**src/hw/rtl/mrf_pkg.sv**
```systemverilog
// Types, constants and the CRC step function of the reply frame finder.
`default_nettype none

package mrf_pkg;

  localparam int unsigned CaptureBytes = 48;
  localparam int unsigned FrameLen     = 11;
  localparam int unsigned CountW       = $clog2(CaptureBytes + 1);
  localparam int unsigned CrcLen       = FrameLen - 2;
  localparam int unsigned CrcIdxW      = $clog2(CrcLen);
  localparam int unsigned QueueDepth   = 2;
  localparam int unsigned QueuePtrW    = $clog2(QueueDepth);
  localparam int unsigned QueueCntW    = $clog2(QueueDepth + 1);

  localparam logic [15:0] CrcInit           = 16'hFFFF;
  localparam logic [15:0] CrcPoly           = 16'hA001;
  localparam logic [7:0]  FuncReadHolding   = 8'h03;
  localparam logic [7:0]  ReadingByteCount  = 8'h06;

  typedef enum logic {
    OP_BYTE  = 1'b0,
    OP_CLOSE = 1'b1
  } op_e;

  typedef struct packed {
    op_e        op;
    logic [7:0] data;
  } item_t;

  typedef struct packed {
    logic  valid;
    item_t item;
  } queue_head_t;

  function automatic logic [15:0] crc16_byte(input logic [15:0] crc_in,
                                             input logic [7:0]  data_in);
    logic [15:0] c;
    c = crc_in ^ {8'h00, data_in};
    for (int i = 0; i < 8; i++) begin
      c = c[0] ? ((c >> 1) ^ CrcPoly) : (c >> 1);
    end
    return c;
  endfunction

endpackage

`default_nettype wire

```
**src/hw/rtl/modbus_read_response_finder.sv**
```systemverilog
// Top level of the Modbus read-holding-registers reply frame finder.
//
//   Channel  Direction  Handshake            Payload
//   in       input      in_valid/in_ready    req_type, rx_byte
//   out      output     out_valid/out_ready  frame_found, three readings
//   cfg      input      cfg_we               cfg_wdata (device address)
//
// A byte item that does not complete a candidate frame is taken while the back end stays idle.
// A byte that completes a candidate starts a check: the CRC unit folds one frame byte
// per cycle over nine bytes, then a check state compares the header and CRC.
// A two-item queue lets input items be taken while the back end works or the result stalls.
// Reset clears the queue, the window count, the match flag and the result register.
`default_nettype none

module modbus_read_response_finder (
  input  wire                clk_i,
  input  wire                rst_ni,
  input  wire                in_valid_i,
  output logic               in_ready_o,
  input  wire                req_type_i,
  input  wire  [7:0]         rx_byte_i,
  output logic               out_valid_o,
  input  wire                out_ready_i,
  output logic               frame_found_o,
  output logic signed [15:0] temperature_centi_o,
  output logic [15:0]        moisture_centi_o,
  output logic [15:0]        conductivity_milli_o,
  input  wire                cfg_we_i,
  input  wire  [7:0]         cfg_wdata_i
);

  mrf_pkg::queue_head_t head;
  logic                 pop;

  mrf_front u_front (
    .clk_i      (clk_i),
    .rst_ni     (rst_ni),
    .in_valid_i (in_valid_i),
    .in_ready_o (in_ready_o),
    .req_type_i (req_type_i),
    .rx_byte_i  (rx_byte_i),
    .pop_i      (pop),
    .head_o     (head)
  );

  mrf_back u_back (
    .clk_i                (clk_i),
    .rst_ni               (rst_ni),
    .cfg_we_i             (cfg_we_i),
    .cfg_wdata_i          (cfg_wdata_i),
    .head_i               (head),
    .pop_o                (pop),
    .out_valid_o          (out_valid_o),
    .out_ready_i          (out_ready_i),
    .frame_found_o        (frame_found_o),
    .temperature_centi_o  (temperature_centi_o),
    .moisture_centi_o     (moisture_centi_o),
    .conductivity_milli_o (conductivity_milli_o)
  );

endmodule

`default_nettype wire

```
**src/hw/rtl/mrf_front.sv**
```systemverilog
// Front end: accepts input items, classifies them and queues them for the back end.
`default_nettype none

module mrf_front (
  input  wire                 clk_i,
  input  wire                 rst_ni,
  input  wire                 in_valid_i,
  output logic                in_ready_o,
  input  wire                 req_type_i,
  input  wire  [7:0]          rx_byte_i,
  input  wire                 pop_i,
  output mrf_pkg::queue_head_t head_o
);

  mrf_pkg::item_t                     entries_q [mrf_pkg::QueueDepth];
  logic [mrf_pkg::QueuePtrW-1:0]      wr_ptr_q, wr_ptr_d;
  logic [mrf_pkg::QueuePtrW-1:0]      rd_ptr_q, rd_ptr_d;
  logic [mrf_pkg::QueueCntW-1:0]      count_q, count_d;
  logic                               push;
  logic                               pop;
  mrf_pkg::item_t                     new_item;

  assign in_ready_o = (count_q != mrf_pkg::QueueCntW'(mrf_pkg::QueueDepth));
  assign push       = in_valid_i && in_ready_o;
  assign pop        = pop_i && (count_q != '0);

  always_comb begin
    new_item.op   = req_type_i ? mrf_pkg::OP_CLOSE : mrf_pkg::OP_BYTE;
    new_item.data = rx_byte_i;
  end

  always_comb begin
    wr_ptr_d = wr_ptr_q;
    rd_ptr_d = rd_ptr_q;
    count_d  = count_q;
    if (push) begin
      wr_ptr_d = (wr_ptr_q == mrf_pkg::QueuePtrW'(mrf_pkg::QueueDepth - 1)) ?
                 '0 : wr_ptr_q + 1'b1;
    end
    if (pop) begin
      rd_ptr_d = (rd_ptr_q == mrf_pkg::QueuePtrW'(mrf_pkg::QueueDepth - 1)) ?
                 '0 : rd_ptr_q + 1'b1;
    end
    if (push && !pop) begin
      count_d = count_q + 1'b1;
    end else if (pop && !push) begin
      count_d = count_q - 1'b1;
    end
  end

  always_ff @(posedge clk_i or negedge rst_ni) begin
    if (!rst_ni) begin
      wr_ptr_q <= '0;
      rd_ptr_q <= '0;
      count_q  <= '0;
    end else begin
      wr_ptr_q <= wr_ptr_d;
      rd_ptr_q <= rd_ptr_d;
      count_q  <= count_d;
    end
  end

  always_ff @(posedge clk_i) begin
    if (push) begin
      entries_q[wr_ptr_q] <= new_item;
    end
  end

  always_comb begin
    head_o.valid = (count_q != '0);
    head_o.item  = entries_q[rd_ptr_q];
  end

endmodule

`default_nettype wire

```
**src/hw/rtl/mrf_back.sv**
```systemverilog
// Back end: sliding byte window, sequential CRC check and result register.
`default_nettype none

module mrf_back (
  input  wire                  clk_i,
  input  wire                  rst_ni,
  input  wire                  cfg_we_i,
  input  wire  [7:0]           cfg_wdata_i,
  input  mrf_pkg::queue_head_t head_i,
  output logic                 pop_o,
  output logic                 out_valid_o,
  input  wire                  out_ready_i,
  output logic                 frame_found_o,
  output logic signed [15:0]   temperature_centi_o,
  output logic [15:0]          moisture_centi_o,
  output logic [15:0]          conductivity_milli_o
);

  typedef enum logic [1:0] {
    ST_IDLE,
    ST_CRC,
    ST_CHECK
  } state_e;

  state_e                         state_q;
  logic [7:0]                     win_q [mrf_pkg::FrameLen];
  logic [mrf_pkg::CountW-1:0]     count_q;
  logic [mrf_pkg::CountW-1:0]     count_inc;
  logic                           match_q;
  logic [47:0]                    held_q;
  logic [7:0]                     dev_addr_q;
  logic [15:0]                    crc_q;
  logic [mrf_pkg::CrcIdxW-1:0]    idx_q;
  logic                           out_valid_q;
  logic                           found_q;
  logic [47:0]                    readings_q;
  logic                           out_free;
  logic                           is_byte;
  logic                           kept;
  logic                           start_crc;
  logic                           pass;
  logic                           emit;

  assign out_free  = !out_valid_q || out_ready_i;
  assign is_byte   = (head_i.item.op == mrf_pkg::OP_BYTE);
  assign pop_o     = (state_q == ST_IDLE) && head_i.valid && (is_byte || out_free);
  assign emit      = pop_o && !is_byte;
  assign kept      = pop_o && is_byte &&
                     (count_q < mrf_pkg::CountW'(mrf_pkg::CaptureBytes));
  assign count_inc = count_q + 1'b1;
  assign start_crc = kept && !match_q &&
                     (count_inc >= mrf_pkg::CountW'(mrf_pkg::FrameLen));
  assign pass      = (win_q[0] == dev_addr_q) &&
                     (win_q[1] == mrf_pkg::FuncReadHolding) &&
                     (win_q[2] == mrf_pkg::ReadingByteCount) &&
                     (crc_q == {win_q[10], win_q[9]});

  always_ff @(posedge clk_i) begin
    if (kept) begin
      for (int i = 0; i < mrf_pkg::FrameLen - 1; i++) begin
        win_q[i] <= win_q[i+1];
      end
      win_q[mrf_pkg::FrameLen-1] <= head_i.item.data;
    end
  end

  always_ff @(posedge clk_i or negedge rst_ni) begin
    if (!rst_ni) begin
      state_q     <= ST_IDLE;
      count_q     <= '0;
      match_q     <= 1'b0;
      held_q      <= '0;
      dev_addr_q  <= 8'd1;
      crc_q       <= mrf_pkg::CrcInit;
      idx_q       <= '0;
      out_valid_q <= 1'b0;
      found_q     <= 1'b0;
      readings_q  <= '0;
    end else begin
      if (cfg_we_i) begin
        dev_addr_q <= cfg_wdata_i;
      end
      if (emit) begin
        out_valid_q <= 1'b1;
      end else if (out_valid_q && out_ready_i) begin
        out_valid_q <= 1'b0;
      end
      unique case (state_q)
        ST_IDLE: begin
          if (pop_o) begin
            if (is_byte) begin
              if (kept) begin
                count_q <= count_inc;
              end
              if (start_crc) begin
                state_q <= ST_CRC;
                crc_q   <= mrf_pkg::CrcInit;
                idx_q   <= '0;
              end
            end else begin
              found_q     <= match_q;
              readings_q  <= held_q;
              count_q     <= '0;
              match_q     <= 1'b0;
              held_q      <= '0;
            end
          end
        end
        ST_CRC: begin
          crc_q <= mrf_pkg::crc16_byte(crc_q, win_q[idx_q]);
          if (idx_q == mrf_pkg::CrcIdxW'(mrf_pkg::CrcLen - 1)) begin
            state_q <= ST_CHECK;
          end else begin
            idx_q <= idx_q + 1'b1;
          end
        end
        ST_CHECK: begin
          if (pass) begin
            match_q <= 1'b1;
            held_q  <= {win_q[3], win_q[4], win_q[5], win_q[6], win_q[7], win_q[8]};
          end
          state_q <= ST_IDLE;
        end
        default: begin
          state_q <= ST_IDLE;
        end
      endcase
    end
  end

  assign out_valid_o          = out_valid_q;
  assign frame_found_o        = found_q;
  assign temperature_centi_o  = signed'(readings_q[47:32]);
  assign moisture_centi_o     = readings_q[31:16];
  assign conductivity_milli_o = readings_q[15:0];

endmodule

`default_nettype wire

```
**config.mk**
```make
export PLATFORM = sky130hd
export DESIGN_NAME = modbus_read_response_finder
export DESIGN_NICKNAME = d
export VERILOG_FILES = /design/src/hw/rtl/mrf_pkg.sv /design/src/hw/rtl/modbus_read_response_finder.sv /design/src/hw/rtl/mrf_front.sv /design/src/hw/rtl/mrf_back.sv
export SDC_FILE = /design/constraint.sdc
export NUM_CORES = 1
export LEC_CHECK = 0
export ABC_AREA = 1
export BUFFER_PORTS_ARGS = -buffer_cell sky130_fd_sc_hd__buf_4
export CAP_MARGIN = 20
export CORE_MARGIN = 1.5
export CORE_UTILIZATION = 45
export CTS_CLUSTER_DIAMETER = 50
export DETAILED_ROUTE_END_ITERATION = 16
export MAX_ROUTING_LAYER = met4
export PLACE_DENSITY = 0.71
export RECOVER_POWER = 50
export SYNTH_ARGS = -nofsm -noshare
export SYNTH_HDL_FRONTEND = slang
export SYNTH_HIERARCHICAL = 1
export SYNTH_SLANG_ARGS = --single-unit
```
**constraint.sdc**
```tcl
create_clock -name clk_i -period 5.4 [get_ports clk_i]
set_clock_uncertainty 0.15 [all_clocks]
set_input_delay 1.35 -clock clk_i [delete_from_list [all_inputs] [get_ports clk_i]]
set_output_delay 1.35 -clock clk_i [all_outputs]
set_load 0.005 [all_outputs]
```
==> flow_metrics.env <==
export IMPL_status="complete, but fails checks"
export IMPL_violations="max-capacitance violations, max-slew violations"
export IMPL_antenna_found_initial=0
export IMPL_final_common_cell="nand2_1"
export IMPL_maxCapViolations=1
export IMPL_cts_tree="built"
export IMPL_hp_class="register to register"
export IMPL_postSynthCellCount=1042
export IMPL_ys_warn_count=6
export IMPL_tightest_slew_ns=2.428
export IMPL_rr_startpoint="u_back/idx_q[0]$_DFFE_PN0P_"
export IMPL_io_buffers=72
export IMPL_antenna_cells=0
export IMPL_clk_latency_ns=0.53
export IMPL_power_frac_clock_pct=26.0
export IMPL_cp_end_kind="register"
export IMPL_ys_flop_type="dfrtp_1"
export IMPL_nFillCells=1988
export IMPL_power_density_mw_per_mm2=612.9
export IMPL_fin_nets=1141
export IMPL_finalCritPeriodShare_pct=63.77
export IMPL_gp_congestion=0.9308
export IMPL_syn_area_sq_mm=0.01042
export IMPL_core_sq_mm=0.02271
export IMPL_async_flop_share_pct=56.73
export IMPL_crit_chain="inv_1 > nand2_1 > nand3_1 > nand2_1 > nor2_1 > nand2_1 > nand2_1 > nand2_1 > nand2_1 > nand2_1 > nand2_1 > nand2_1 > nand2_1 > nand2_1 > nand2_1 > nand2_1 > nand3_1 > nand3_1 > nand2_1 > inv_1"
export IMPL_slew_viol_final=97
export IMPL_grt_pass1_wl_mm=37.74
export IMPL_tns_ns=0
export IMPL_post_cts_resized=0
export IMPL_crit_buf_inv=2
export IMPL_p_int_uw=4632
export IMPL_cts_buffers=28
export IMPL_leakage_uw=0.005391
export IMPL_r2r_end="u_back/crc_q[0]$_DFFE_PN1P_"
export IMPL_grt_pass1_vias=7281
export IMPL_critPathLaunch="u_back/idx_q[0]$_DFFE_PN0P_"
export IMPL_cpPeakStageDelay_ns=0.75
export IMPL_slew_headroom_pct=-61.87
export IMPL_max_freq_mhz=290.4
export IMPL_cts_num_sinks=245
export IMPL_rows=55
export IMPL_p_sw_share_pct=37.63
export IMPL_worst_r2r_setup_slack_ns=1.96
export IMPL_cp_top_family="simple AND/OR/NAND/NOR gates"
export IMPL_cts_root_buf="clkbuf_16"
export IMPL_route_detailed_drc=0
export IMPL_ios=73
export IMPL_synth_avg_cell_area_sq_um=9.999
export IMPL_cts_max_path_buffers=3
export IMPL_setup_viol=0
export IMPL_synth_cell_types=37
export IMPL_combPwrFrac_pct=33.1
export IMPL_rr_worst_depth=20
export IMPL_cts_setup_buffers=0
export IMPL_worstPathRequired_ns=5.71
export IMPL_drt_first_pass_iters=5
export IMPL_arrival_ns=3.76
export IMPL_worst_setup_path_type="register to register"
export IMPL_grt_setup_unrepaired="no"
export IMPL_cpMaxStageDelayCell="inv_1"
export IMPL_clkTransAtPathRegs_ns=0.06
export IMPL_routed_wl_mm=22.88
export IMPL_min_from="u_back/win_q[8][5]$_DFFE_PN_"
export IMPL_routed_via_count=7384
export IMPL_start_util_pct=45.88
export IMPL_yosysSeqAreaShare_pct=64.14
export IMPL_vias_per_cell=5.196
export IMPL_synth_edf_count=106
export IMPL_drtIter0Drc=709
export IMPL_syn_num_nets=1069
export IMPL_total_power_uw=7428
export IMPL_critPathMostFrequentCell="nand2_1"
export IMPL_dieArea_sq_mm=0.02407
export IMPL_worstPathMaxFanout=27
export IMPL_final_hold_violation_count=0
export IMPL_fp_dieW_um=155.2
export IMPL_dp_hpwl_mm=15.46
export IMPL_ys_seq_elements=245
export IMPL_track_usage_pct=20.29
export IMPL_final_cell_mix="nand2_1 (260), inv_1 (129), dfrtp_1 (122)"
export IMPL_whs_endpoint="u_back/win_q[7][5]$_DFFE_PN_"
export IMPL_ant_nets=0
export IMPL_syn2layout_area_growth_pct=16.31
export IMPL_switchingPower_uw=2795
export IMPL_grt_overflow_total=0
export IMPL_min_period_ns=3.443
export IMPL_hold_buffers=0
export IMPL_seq_power_share_pct=40.9
export IMPL_hold_path_depth=0
export IMPL_grt_max_degree=97
export IMPL_wire_per_inst_um=16.10
export IMPL_critPathLaunchType="register"
export IMPL_dieHeight_um=155.2
export IMPL_vdd_drop_max_uv=348.5
export IMPL_h_tree_depth=1
export IMPL_drive_gt1_share_pct=14.00
cell families after synthesis:
family	after synthesis	share of synthesized area (%)
AOI/OAI and AO/OA	179	9.451
xor gates and xnor gates	14	1.249
adders and majority gates	5	0.6005
buffers and inverters	176	6.785
DFF	245	64.14
muxes	5	0.5404
and+or+nand+nor	418	17.23
registers in the layout, indices dropped and copies added (netlist names), 2 cells and up:
name / count
u_back/count_q: 6
u_back/held_q: 48
u_back/idx_q: 4
u_front/entries_q: 18
u_back/dev_addr_q: 8
u_back/state_q: 2
u_back/crc_q: 16
u_back/win_q: 88
u_back/readings_q: 48
u_front/count_q: 2
stage by stage:
| stage | area, sq um | setup slack [ns] | util (%) | hold WS [ns] | instances |
|---|---|---|---|---|---|
| 3_5_place_dp | 11190 | 1.843 | 49.28 | 0.2884 | 1369 |
| 3_3_place_gp | 11190 | 1.950 | 49.28 | 0.2832 | 1369 |
| 6_report | 12120 | 1.957 | 53.36 | 0.3018 | 1421 |
| 4_1_cts | 12150 | 2.179 | 53.52 | 0.3032 | 1421 |
| 2_1_floorplan | 10420 | 2.156 | - | 0.2764 | 1042 |
| 5_1_grt | 12120 | 1.484 | 53.36 | 0.3113 | 1421 |
worst reg2reg max path: stages, from the launching register on:
cell and delay, ns:
dfrtp_1 0.63, inv_1 0.76, nand2_1 0.13, nand3_1 0.14, nand2_1 0.08, nor2_1 0.13
nand2_1 0.18, nand2_1 0.13, nand2_1 0.06, nand2_1 0.13, nand2_1 0.07, nand2_1 0.11
nand2_1 0.06, nand2_1 0.06, nand2_1 0.08, nand2_1 0.11, nand2_1 0.07, nand3_1 0.08
nand3_1 0.09, nand2_1 0.09, inv_1 0.04
Yosys cell counts, types with 2 or more instances:
cell / count / area share [%]
dfrtp_1: 122 / 29
o21ai_1: 7 / 0.34
a21oi_1: 15 / 0.72
ha_1: 5 / 0.60
a2111o_1: 2 / 0.22
o211ai_1: 11 / 0.79
buf_2: 10 / 0.48
nand2_2: 3 / 0.18
edfxtp_1: 106 / 31
a221oi_1: 2 / 0.17
nor2_1: 37 / 1.3
nor3_1: 4 / 0.19
nor4_1: 6 / 0.36
xor2_1: 9 / 0.76
o22ai_1: 27 / 1.6
nand2_4: 2 / 0.22
nor4_4: 2 / 0.41
buf_1: 3 / 0.11
xnor2_1: 4 / 0.34
inv_2: 9 / 0.32
nand4_1: 3 / 0.18
clkbuf_1: 17 / 0.61
buf_4: 7 / 0.50
o21ai_0: 113 / 5.4
nand3_1: 100 / 4.8
dfstp_2: 17 / 4.3
mux2_2: 5 / 0.54
inv_1: 128 / 4.6
nand2_1: 258 / 9.3
power groups by stage:
stage | combinational [uW] | clock, uW | sequential [uW]
after floorplan | 1810 | 0 | 2900
after global placement | 2390 | 0 | 3050
after detailed placement | 2460 | 0 | 3060
after CTS | 2470 | 1970 | 3030
after global routing | 2820 | 2050 | 3100
final | 2460 | 1930 | 3040
per-layer routing:
layer	part of all wire [%]	up-vias	wire, um	track usage, %
li1	-	3610	-	-
met3	5.4	42	1238	3.231
met2	47	251	10760	32.31
met5	0	-	0	-
met1	45	3481	10370	27.41
met4	2.2	0	513	5.037
worst max path at each step:
stage                                       end  cells past startpoint
6_report            u_back/crc_q[0]$_DFFE_PN1P_                     20
5_1_grt        u_back/readings_q[8]$_DFFE_PN0P_                      2
4_1_cts             u_back/crc_q[0]$_DFFE_PN1P_                     20
3_5_place_dp      u_back/held_q[31]$_DFFE_PN0P_                      9
3_3_place_gp      u_back/held_q[31]$_DFFE_PN0P_                      9
2_1_floorplan      u_back/win_q[0][0]$_DFFE_PN_                      6
area by class of cell:
cell class	count	area [sq um]	area share, %
tap	285	356.6	2.943
multi-input combinational	621	3012	24.85
timing repair buffer	80	586.8	4.843
inverter	138	519.2	4.285
clock inverter	13	167.7	1.384
clock buffer	39	793.3	6.546
sequential	245	6683	55.15
Note: power is estimated with default switching activity, not from simulation.
